==> src/design/ultrasonic_ranger_sequencer_unit_assert.svh <==
// Assertion macros for the ultrasonic ranger sequencer unit.
`ifndef ULTRASONIC_RANGER_SEQUENCER_UNIT_ASSERT_SVH
`define ULTRASONIC_RANGER_SEQUENCER_UNIT_ASSERT_SVH

`ifndef ASSERT_OFF
// Same-cycle implication, checked outside reset.
`define URS_ASSERT_IMPLIES(label, clk, rstn, ante, cons) \
    label: assert property (@(posedge clk) disable iff (!(rstn)) (ante) |-> (cons)) \
        else $error("assertion failed");
// Next-cycle implication, checked outside reset.
`define URS_ASSERT_NEXT(label, clk, rstn, ante, cons) \
    label: assert property (@(posedge clk) disable iff (!(rstn)) (ante) |=> (cons)) \
        else $error("assertion failed");
`else
`define URS_ASSERT_IMPLIES(label, clk, rstn, ante, cons)
`define URS_ASSERT_NEXT(label, clk, rstn, ante, cons)
`endif

`endif

==> src/design/urs_pkg.sv <==
`timescale 1ns / 1ps

package urs_pkg;

    localparam int CFG_WIDTH         = 24;
    localparam int COUNT_WIDTH_DEF   = 24;
    localparam int CFG_INDEX_WIDTH   = 2;
    localparam int MODE_WIDTH        = 3;

    localparam logic [CFG_WIDTH-1:0] TRIGGER_TICKS_RST = 24'd400;
    localparam logic [CFG_WIDTH-1:0] ECHO_TIMEOUT_RST  = 24'd1800000;
    localparam logic [CFG_WIDTH-1:0] HOLDOFF_TICKS_RST = 24'd500000;
    localparam logic [CFG_WIDTH-1:0] TIMEOUT_CODE      = '1;

    // register indexes
    localparam logic [CFG_INDEX_WIDTH-1:0] REG_TRIGGER_TICKS = 2'd0;
    localparam logic [CFG_INDEX_WIDTH-1:0] REG_ECHO_TIMEOUT  = 2'd1;
    localparam logic [CFG_INDEX_WIDTH-1:0] REG_HOLDOFF_TICKS = 2'd2;

    // sequencer modes
    localparam logic [MODE_WIDTH-1:0] MODE_READY   = 3'd0;
    localparam logic [MODE_WIDTH-1:0] MODE_PULSE   = 3'd1;
    localparam logic [MODE_WIDTH-1:0] MODE_WAIT    = 3'd2;
    localparam logic [MODE_WIDTH-1:0] MODE_TIMING  = 3'd3;
    localparam logic [MODE_WIDTH-1:0] MODE_HOLDOFF = 3'd4;

    typedef struct packed {
        logic read_request;
        logic echo_level;
    } in_t;

    typedef struct packed {
        logic                 trigger_level;
        logic                 result_valid;
        logic [CFG_WIDTH-1:0] echo_count;
        logic                 timed_out;
        logic                 busy_res;
    } out_t;

    typedef struct packed {
        logic [CFG_WIDTH-1:0] trigger_ticks;
        logic [CFG_WIDTH-1:0] echo_timeout_ticks;
        logic [CFG_WIDTH-1:0] holdoff_ticks;
    } cfg_t;

endpackage

==> src/design/ultrasonic_ranger_sequencer_unit.sv <==
`timescale 1ns / 1ps
// The output register holds each result from the cycle after its input transfer.
// Throughput: one item per cycle while s_ready is high; the sequencer state steps once per transfer.
// The output register frees s_ready whenever m_ready is high or the register is empty.
// Reset (aresetn low, synchronous) clears sequencer state and output valid, and
// restores the configuration registers to their defaults.

`include "ultrasonic_ranger_sequencer_unit_assert.svh"

module ultrasonic_ranger_sequencer_unit #(
    parameter int COUNT_WIDTH = urs_pkg::COUNT_WIDTH_DEF
) (
    input  logic                                aclk,
    input  logic                                aresetn,
    input  logic                                s_valid,
    output logic                                s_ready,
    input  urs_pkg::in_t                        s_data,
    output logic                                m_valid,
    input  logic                                m_ready,
    output urs_pkg::out_t                       m_data,
    input  logic                                cfg_we,
    input  logic [urs_pkg::CFG_INDEX_WIDTH-1:0] cfg_index,
    input  logic [urs_pkg::CFG_WIDTH-1:0]       cfg_wdata
);

    urs_pkg::cfg_t cfg_reg;
    urs_pkg::out_t result;
    urs_pkg::out_t m_data_reg;
    logic          m_valid_reg;
    logic          in_xfer;

    assign s_ready = !m_valid_reg || m_ready;
    assign in_xfer = s_valid && s_ready;

    always_ff @(posedge aclk) begin
        if (!aresetn) begin
            cfg_reg.trigger_ticks      <= urs_pkg::TRIGGER_TICKS_RST;
            cfg_reg.echo_timeout_ticks <= urs_pkg::ECHO_TIMEOUT_RST;
            cfg_reg.holdoff_ticks      <= urs_pkg::HOLDOFF_TICKS_RST;
        end else if (cfg_we) begin
            unique case (cfg_index)
                urs_pkg::REG_TRIGGER_TICKS: cfg_reg.trigger_ticks      <= cfg_wdata;
                urs_pkg::REG_ECHO_TIMEOUT:  cfg_reg.echo_timeout_ticks <= cfg_wdata;
                urs_pkg::REG_HOLDOFF_TICKS: cfg_reg.holdoff_ticks      <= cfg_wdata;
                default: begin
                    // drop writes to unknown indexes
                end
            endcase
        end
    end

    urs_core #(
        .COUNT_WIDTH(COUNT_WIDTH)
    ) u_core (
        .aclk    (aclk),
        .aresetn (aresetn),
        .step    (in_xfer),
        .in_data (s_data),
        .cfg     (cfg_reg),
        .result  (result)
    );

    always_ff @(posedge aclk) begin
        if (!aresetn) begin
            m_valid_reg <= 1'b0;
        end else if (in_xfer) begin
            m_valid_reg <= 1'b1;
        end else if (m_ready) begin
            m_valid_reg <= 1'b0;
        end
    end

    always_ff @(posedge aclk) begin
        if (in_xfer) begin
            m_data_reg <= result;
        end
    end

    assign m_valid = m_valid_reg;
    assign m_data  = m_data_reg;

    `URS_ASSERT_IMPLIES(a_timeout_code, aclk, aresetn, m_valid && m_data.timed_out, m_data.result_valid && (&m_data.echo_count))
    `URS_ASSERT_IMPLIES(a_idle_fields_zero, aclk, aresetn, m_valid && !m_data.result_valid, (m_data.echo_count == '0) && !m_data.timed_out)
    `URS_ASSERT_IMPLIES(a_trigger_busy, aclk, aresetn, m_valid && m_data.trigger_level, m_data.busy_res)
    `URS_ASSERT_NEXT(a_result_follows, aclk, aresetn, in_xfer, m_valid)

endmodule

==> src/design/urs_core.sv <==
`timescale 1ns / 1ps

module urs_core #(
    parameter int COUNT_WIDTH = urs_pkg::COUNT_WIDTH_DEF
) (
    input  logic           aclk,
    input  logic           aresetn,
    input  logic           step,
    input  urs_pkg::in_t   in_data,
    input  urs_pkg::cfg_t  cfg,
    output urs_pkg::out_t  result
);

    logic [urs_pkg::MODE_WIDTH-1:0] mode_reg, mode_next;
    logic                           pending_reg, pending_next;
    logic [COUNT_WIDTH-1:0]         count_reg, count_next;
    logic                           echo_prev_reg;

    logic                           rise, fall, expire;
    logic                           res_valid, res_timeout;
    logic [urs_pkg::CFG_WIDTH-1:0]  res_count;

    assign rise   = in_data.echo_level & ~echo_prev_reg;
    assign fall   = ~in_data.echo_level & echo_prev_reg;
    assign expire = (count_reg[COUNT_WIDTH-1:1] == '0);

    always_comb begin
        mode_next    = mode_reg;
        pending_next = pending_reg;
        count_next   = count_reg;
        res_valid    = 1'b0;
        res_timeout  = 1'b0;
        res_count    = '0;

        // edges win over the countdown step
        if (rise) begin
            mode_next  = urs_pkg::MODE_TIMING;
            count_next = COUNT_WIDTH'(cfg.echo_timeout_ticks);
        end else if (fall) begin
            res_valid  = 1'b1;
            res_count  = urs_pkg::CFG_WIDTH'(count_reg);
            mode_next  = urs_pkg::MODE_HOLDOFF;
            count_next = COUNT_WIDTH'(cfg.holdoff_ticks);
        end else begin
            unique case (mode_reg)
                urs_pkg::MODE_PULSE: begin
                    if (!expire) begin
                        count_next = count_reg - 1'b1;
                    end else begin
                        mode_next  = urs_pkg::MODE_WAIT;
                        count_next = COUNT_WIDTH'(cfg.echo_timeout_ticks);
                    end
                end
                urs_pkg::MODE_WAIT, urs_pkg::MODE_TIMING: begin
                    if (!expire) begin
                        count_next = count_reg - 1'b1;
                    end else begin
                        res_valid   = 1'b1;
                        res_timeout = 1'b1;
                        res_count   = urs_pkg::TIMEOUT_CODE;
                        mode_next   = urs_pkg::MODE_READY;
                    end
                end
                urs_pkg::MODE_HOLDOFF: begin
                    if (!expire) begin
                        count_next = count_reg - 1'b1;
                    end else if (pending_reg) begin
                        pending_next = 1'b0;
                        mode_next    = urs_pkg::MODE_PULSE;
                        count_next   = COUNT_WIDTH'(cfg.trigger_ticks);
                    end else begin
                        mode_next = urs_pkg::MODE_READY;
                    end
                end
                default: begin
                    mode_next = urs_pkg::MODE_READY;
                end
            endcase
        end

        if (in_data.read_request) begin
            if (mode_next == urs_pkg::MODE_READY) begin
                pending_next = 1'b0;
                mode_next    = urs_pkg::MODE_PULSE;
                count_next   = COUNT_WIDTH'(cfg.trigger_ticks);
            end else if (mode_next == urs_pkg::MODE_HOLDOFF) begin
                pending_next = 1'b1;
            end
        end
    end

    always_ff @(posedge aclk) begin
        if (!aresetn) begin
            mode_reg      <= urs_pkg::MODE_READY;
            pending_reg   <= 1'b0;
            count_reg     <= '0;
            echo_prev_reg <= 1'b0;
        end else if (step) begin
            mode_reg      <= mode_next;
            pending_reg   <= pending_next;
            count_reg     <= count_next;
            echo_prev_reg <= in_data.echo_level;
        end
    end

    always_comb begin
        result.trigger_level = (mode_next == urs_pkg::MODE_PULSE);
        result.result_valid  = res_valid;
        result.echo_count    = res_count;
        result.timed_out     = res_timeout;
        result.busy_res      = (mode_next != urs_pkg::MODE_READY) &&
                               (mode_next != urs_pkg::MODE_HOLDOFF);
    end

endmodule
==> config.mk <==
export PLATFORM = sky130hd
export DESIGN_NAME = ultrasonic_ranger_sequencer_unit
export DESIGN_NICKNAME = d
export VERILOG_FILES = /design/src/design/urs_pkg.sv /design/src/design/ultrasonic_ranger_sequencer_unit.sv /design/src/design/urs_core.sv
export VERILOG_INCLUDE_DIRS = /design/src /design/src/design
export SDC_FILE = /design/constraint.sdc
export NUM_CORES = 1
export LEC_CHECK = 0
export BUFFER_PORTS_ARGS = -buffer_cell sky130_fd_sc_hd__buf_2
export CORE_MARGIN = 8
export CORE_UTILIZATION = 50
export CTS_BUF_LIST = sky130_fd_sc_hd__clkbuf_4
export DETAILED_ROUTE_END_ITERATION = 8
export PLACE_DENSITY_LB_ADDON = 0.15
export REMOVE_ABC_BUFFERS = 1
export SLEW_MARGIN = 10
export SYNTH_ARGS = -nofsm -noshare
export SYNTH_HDL_FRONTEND = slang
export SYNTH_HIERARCHICAL = 1
export SYNTH_SLANG_ARGS = --single-unit
export TNS_END_PERCENT = 20
==> constraint.sdc <==
create_clock -name aclk -period 7.5 [get_ports aclk]
set_input_delay 0.375 -clock aclk [delete_from_list [all_inputs] [get_ports aclk]]
set_output_delay 0.375 -clock aclk [all_outputs]
set_load 0.02 [all_outputs]
==> results of run 1 <==
## synthesized netlist by cell type (3+ instances only)
master,number
a211oi_1,13
a21o_1,26
a21oi_1,26
a221oi_1,4
a222oi_1,4
a22o_1,3
a22oi_1,12
a31oi_1,13
and3_1,6
buf_2,10
buf_4,4
buf_6,4
buf_8,3
clkbuf_1,64
dfxtp_1,102
edfxtp_1,28
inv_1,20
mux2_2,3
mux2i_1,69
nand2_1,108
nand2b_1,8
nand3_1,12
nand3b_1,14
nand4_1,5
nand4b_1,10
nor2_1,38
nor2b_1,20
nor3_1,21
nor3b_1,5
nor4_1,7
o2111ai_1,3
o211ai_1,24
o21a_1,4
o21ai_0,45
o221ai_1,8
o22a_1,3
o22ai_1,10
o31ai_1,11
o41ai_1,4
or3_1,8
or4_1,6
## through the flow
stage                     power, uW  utilization  worst slack (ns)  hold slack (ns)
after detailed placement       1185       0.5287             3.565           0.4489
after global routing           1715       0.5470             3.318          0.04372
after CTS                      1642       0.5468             3.549          0.03173
after global placement         1181       0.5287             3.705           0.4441
final                          1640       0.5470             3.435          0.07599
after floorplan                1042            -             4.069           0.4302
## cell type report
cell class | instances | area (um2)
Clock inverter | 9 | 90.09
Fill cell | 1368 | 6559
Antenna cell | 1 | 2.502
Tap cell | 184 | 230.2
Sequential cell | 130 | 2883
Multi-Input combinational cell | 609 | 4060
Timing Repair Buffer | 74 | 402.9
Inverter | 21 | 78.83
Clock buffer | 23 | 172.7
## layer usage
layer / vias to the layer above / share of wire / global-route usage
li1: 3172 / - / -
met1: 3218 / 0.46 / 0.3551
met2: 277 / 0.45 / 0.3920
met3: 42 / 0.071 / 0.05069
met4: 0 / 0.020 / 0.09837
met5: - / 0 / 0
## worst max path at each step
stage,end,slack [ns],depth (start not counted)
6_report,u_core/count_reg[4],3.44,7
5_1_grt,u_core/count_reg[4],3.32,7
4_1_cts,u_core/count_reg[12],3.55,7
3_5_place_dp,u_core/count_reg[12],3.57,7
3_3_place_gp,u_core/count_reg[4],3.70,7
2_1_floorplan,u_core/count_reg[1],4.07,7
## power groups by stage
stage	clock, uW	sequential, uW	combinational [uW]
finish	460	802	378
global route	497	807	410
CTS	471	800	371
detailed placement	0	816	369
global placement	0	813	368
floorplan	0	812	229
## critical path, delay by kind of cell, from the launching register on
family | cells | cell delay (ns)
simple gates | 5 | 2.99
compound gates | 2 | 0.57
flops | 1 | 0.37
## cells by family after synthesis
kind of cell	after synthesis	synth area share
and+or+nand+nor	288	0.2039
AOI/OAI and AO/OA	241	0.2304
DFF	130	0.3898
buffers and inverters	108	0.06733
muxes	73	0.09947
xor gates and xnor gates	4	0.004738
adders and majority gates	3	0.004398
==> metrics.md, run 1 <==
| Metric | Value |
|---|---|
| Row count | `between 40 and 50` |
| Post-CTS repair timing setup buffer count | `0` |
| Slew of the pin with the lowest slew margin | `around 1.2 ns` |
| Reg2reg end | `u_core/count_reg[4]` |
| Run status | `completed` |
| Mapped Cells | `around 850` |
| Final Non-Filler Cells | `between 1k and 1.5k` |
| Comb pwr share | `0.231` |
| Gp weighted congestion | `approximately 0.92` |
| Area growth syn-to-layout | `7.089%` |
| Sw Share | `0.3297` |
| Residual DRC | `0` |
| EDFF count, synth | `28` |
| Internal power | `about 1100 uW` |
| Dpl cell area | `~0.0077 mm2` |
| Critical path arrival | `4.47 ns` |
| Critical Path Start | `u_core/count_reg[1]` |
| Commonest non-fill, non-tap cell in the layout | `nand2_1` |
| Number of synthesized register bits | `130` |
| Post-synthesis sequential area ratio | `0.3898` |
| HPWL after detailed placement | `roughly 16,000 um` |
| Dominant cell type by area after synthesis | `dfxtp_1` |
| Share of cells above drive strength 1 | `0.1420` |
| Synthesized cell area | `roughly 0.0074 mm2` |
| Syn_area_per_cell | `8.732 um2` |
| Most used flip-flop cell after synthesis | `dfxtp_1` |
| Antenna violations before repair | `1` |
| Setup CP Type | `flip-flop to flip-flop` |
| Synth area leaders | `dfxtp_1 28%, edfxtp_1 11%, mux2i_1 9.3%` |
| CP Capture Type | `flip-flop` |
| Post-synth cell types | `slightly above 80` |
| Psw | `540.8 uW` |
| Synth warn | `6` |
| Worst-Skew Late Latency | `between 0.5 and 0.6 ns` |
| Die Ht | `between 100 and 150 um` |
| Startpoint Class | `flip-flop` |
| CTS tree | `built` |
| Sequential share of power | `0.489` |
| R2R depth | `7` |
| Hold crit path type | `input pin to flip-flop` |
| Worst path slowest cell | `nor2_2` |
| # setup viols final | `0` |
| Post-Route Skew | `approximately 0.027 ns` |
| Worst min-delay path startpoint | `s_valid` |
| Worst r2r src | `u_core/count_reg[1]` |
| Die area | `roughly 0.019 mm2` |
| Fin crit period | `4.065 ns` |
| PortBufs | `62` |
| First-pass GRT wire length | `37,470 um` |
| CP Max Fanout | `20` |
| Antenna Nets Post-Route | `0` |
| Clock Tree Root | `clkbuf_4` |
| H-tree depth | `4` |
| Max_cap viols | `0` |
| Total CTS buffers | `17` |
| Unrepaired setup endpoints after global routing | `false` |
| Post-CTS Resized | `0` |
| CP Cell Sequence | `or4_1 -> or3_1 -> nor2_2 -> o311a_1 -> nand2_2 -> nand3_1 -> o21ai_0` |
| Core Region | `roughly 0.014 mm2` |
| Fin. max-slew vios | `0` |
| Final hold vios | `0` |
| Fin crit share | `0.5420` |
| Top-level I/O count | `63` |
| Hold path depth | `3` |
| Vias in the first global route | `approximately 6.5k` |
| P_leak | `approximately 0.0032 uW` |
| Ys async rst share | `0` |
| Worst hold endpoint | `m_valid` |
| Die Width | `137.6 um` |
| Max VDD drop | `0.0001194 V` |
| Hold Buf Count CTS | `0` |
| DR WL/cell | `between 20 and 25 um` |
| Remaining global-route overflow | `0` |
| Worst relative slew slack | `0.2013` |
| Crit-path max cell delay | `0.87 ns` |
| Drt pass-1 iters | `6` |
| Pwr Density | `207.1 mW/mm2` |
| Top cell type's share of synthesized area | `0.2761` |
| Inst Count DP | `between 1k and 1.5k` |
| Vias | `6,709` |
| Worst Path Required | `7.90 ns` |
| Pin count of the biggest net entering global routing | `50` |
| Reg2Reg Setup Slack | `approximately 3.4 ns` |
| Worst-path clk slew | `0.11 ns` |
| Max Freq | `roughly 250 MHz` |
| CTS sink cnt | `between 100 and 150` |
| Vias/cell | `roughly 6.4` |
| Clk network pwr share | `0.280` |
| Most used cells in the layout excluding fill and tap cells | `108 x nand2_1, 102 x dfxtp_1, 69 x mux2i_1, 61 x buf_2, 45 x o21ai_0` |
| Starting Density | `0.5108` |
| Fin area | `between 0.007 and 0.008 mm2` |
| Max FFs per register | `72` |
| Overall routing resource usage | `0.2587` |
| DRT Wirelength | `~24,000 um` |
| Initial DRC Count | `roughly 740` |
| Fin nets | `887` |
| Setup TNS | `0 ns` |
| Maximum root-to-sink buffer count | `2` |
Power figures use the tool's default switching activity.
==> run 2, diff against run 1 <==
==> constraint.sdc (replaced) <==
create_clock -name aclk -period 3.5 [get_ports aclk]
set_input_delay 0.175 -clock aclk [delete_from_list [all_inputs] [get_ports aclk]]
set_output_delay 0.175 -clock aclk [all_outputs]
set_load 0.02 [all_outputs]
==> run 2 against run 1 <==
  * Core utilization increased by 3.3 points
  * Total power increased by 120%
  * Cell count increased by 5.2%
  * Maximum frequency increased by 25%
  * Global-route usage increased by 2.3 points
  * Clock skew decreased by 0.0046 ns
  * Register-to-register slack got worse by 3.2 ns
  * Critical path type unchanged
==> metrics.md, run 2 (synthesis results as in run 1) <==
| Metric | Value |
|---|---|
| Die Width | `between 100 and 150 um` |
| Vias/cell | `approximately 6.5` |
| P_leak | `between 0.003 and 0.004 uW` |
| Run status | `completed` |
| Initial DRC Count | `about 740` |
| FILL cells | `around 1.3k` |
| Clock Tree Root | `clkbuf_4` |
| Storage cell area | `0.002883 mm2` |
| Final hold vios | `0` |
| Post-CTS repair timing setup buffer count | `0` |
| Vias in the first global route | `7,070` |
| Fin. max-slew vios | `0` |
| Core Region | `0.01448 mm2` |
| Fin crit share | `0.9279` |
| Antenna violations before repair | `1` |
| Max Freq | `~310 MHz` |
| Pin count of the biggest net entering global routing | `51` |
| HPWL after detailed placement | `~18,000 um` |
| Critical path arrival | `3.75 ns` |
| Unrepaired setup endpoints after global routing | `false` |
| H-tree depth | `4` |
| Clk network pwr share | `0.281` |
| Die area | `~0.019 mm2` |
| Startpoint Class | `flip-flop` |
| Max_cap viols | `0` |
| Worst-path clk slew | `approximately 0.12 ns` |
| Slew of the pin with the lowest slew margin | `1.118 ns` |
| Max VDD drop | `0.0003395 V` |
| Drt pass-1 iters | `9` |
| Dpl cell area | `~0.0079 mm2` |
| Post-CTS Resized | `0` |
| Die Ht | `between 100 and 150 um` |
| Most used cells in the layout excluding fill and tap cells | `108 x nand2_1, 102 x dfxtp_1, 69 x mux2i_1, 61 x buf_2, 45 x o21ai_0` |
| Fin nets | `~940` |
| Remaining global-route overflow | `0` |
| Hold Buf Count CTS | `27` |
| Worst Path Required | `around 4.0 ns` |
| Pre-CTS setup slack | `between 0.3 and 0.4 ns` |
| Area growth syn-to-layout | `13.55%` |
| Post-Route Skew | `0.02277 ns` |
| Maximum root-to-sink buffer count | `2` |
| Worst relative slew slack | `0.2544` |
| DRT Wirelength | `between 20,000 and 30,000 um` |
| Top-level I/O count | `63` |
| Fin area | `about 0.0084 mm2` |
| Max FFs per register | `between 70 and 80` |
| CTS sink cnt | `130` |
| Antenna Nets Post-Route | `0` |
| Fin crit period | `roughly 3.2 ns` |
| Pwr Density | `about 430 mW/mm2` |
| Commonest non-fill, non-tap cell in the layout | `nand2_1` |
| Final WS setup | `between 0.2 and 0.3 ns` |
| Sw Share | `0.3422` |
| Total CTS buffers | `17` |
| Residual DRC | `0` |
| Worst-Skew Late Latency | `around 0.59 ns` |
| Gp weighted congestion | `around 0.96` |
| Final Non-Filler Cells | `between 1k and 1.5k` |
| Comb pwr share | `0.250` |
| DR WL/cell | `between 20 and 25 um` |
| CP Max Fanout | `11` |
| Row count | `44` |
| Sequential share of power | `0.469` |
| CTS tree | `built` |
| Vias | `roughly 7.2k` |
| Setup CP Type | `flip-flop to flip-flop` |
| Starting Density | `0.5108` |
| Psw | `1247 uW` |
| Inst Count DP | `1,046` |
| PortBufs | `62` |
| First-pass GRT wire length | `approximately 40,000 um` |
| Internal power | `between 2000 and 2500 uW` |
| Multi-input combinational cell area | `approximately 0.0041 mm2` |
| Setup TNS | `0 ns` |
| Share of cells above drive strength 1 | `0.1672` |
| Hold crit path type | `input pin to flip-flop` |
| # setup viols final | `0` |
| Overall routing resource usage | `0.2814` |
| CP Capture Type | `flip-flop` |
| Power, Total | `3644 uW` |
run 2: cell types whose count changed in the layout (fill, tap and decap cells not counted), sizes merged:
cell and change:
buf +28, clkinvlp +1, clkbuf -2, dlygate4sd3 +27, inv +1
run 2: final timing paths:
check                 startpoint                    to  slack, ns  depth (start not counted)
max reg2reg  u_core/count_reg[0]  u_core/count_reg[20]       0.25                          9
max          u_core/count_reg[0]  u_core/count_reg[20]       0.25                          9
min                 cfg_index[0]           cfg_reg[33]       0.06                          3
min reg2reg          cfg_reg[14]           cfg_reg[14]       0.47                          2
run 2: power groups by stage:
stage	registers (uW)	logic, uW	clock network, uW
2_1_floorplan	1740	491	0
3_5_place_dp	1740	860	0
6_report	1710	912	1020
3_3_place_gp	1730	852	0
5_1_grt	1720	975	1100
4_1_cts	1700	889	1040
run 2: routing by layer:
metal	vias to the layer above	track usage	share of wire	wire, um
li1	3274	-	-	-
met1	3480	0.3533	0.42	11070
met2	359	0.4354	0.45	11800
met3	66	0.07403	0.089	2316
met4	0	0.1454	0.036	933
met5	-	0	0	0
run 2: cell type report:
class / instances / area share
antenna: 1 / 0.0002980
timing repair buffer: 129 / 0.1052
sequential: 130 / 0.3433
clock inverter: 11 / 0.01326
multi-input combinational: 609 / 0.4824
tap: 184 / 0.02741
clock buffer: 21 / 0.01877
inverter: 21 / 0.009386
run 2: per-stage QoR:
stage	hold WS [ns]	utilization
2_1_floorplan	0.2639	-
3_3_place_gp	0.4309	0.5426
3_5_place_dp	0.4416	0.5426
4_1_cts	0.01144	0.5798
5_1_grt	0.04391	0.5800
6_report	0.05523	0.5800
run 2: worst max-delay path, stage by stage (launching register included):
cell,delay (ns)
dfxtp_1,0.44
inv_1,0.15
ha_1,0.18
or4b_1,0.64
or3_1,0.50
nor3_1,0.52
o32a_1,0.22
o22ai_1,0.08
a211o_1,0.29
a31oi_1,0.15
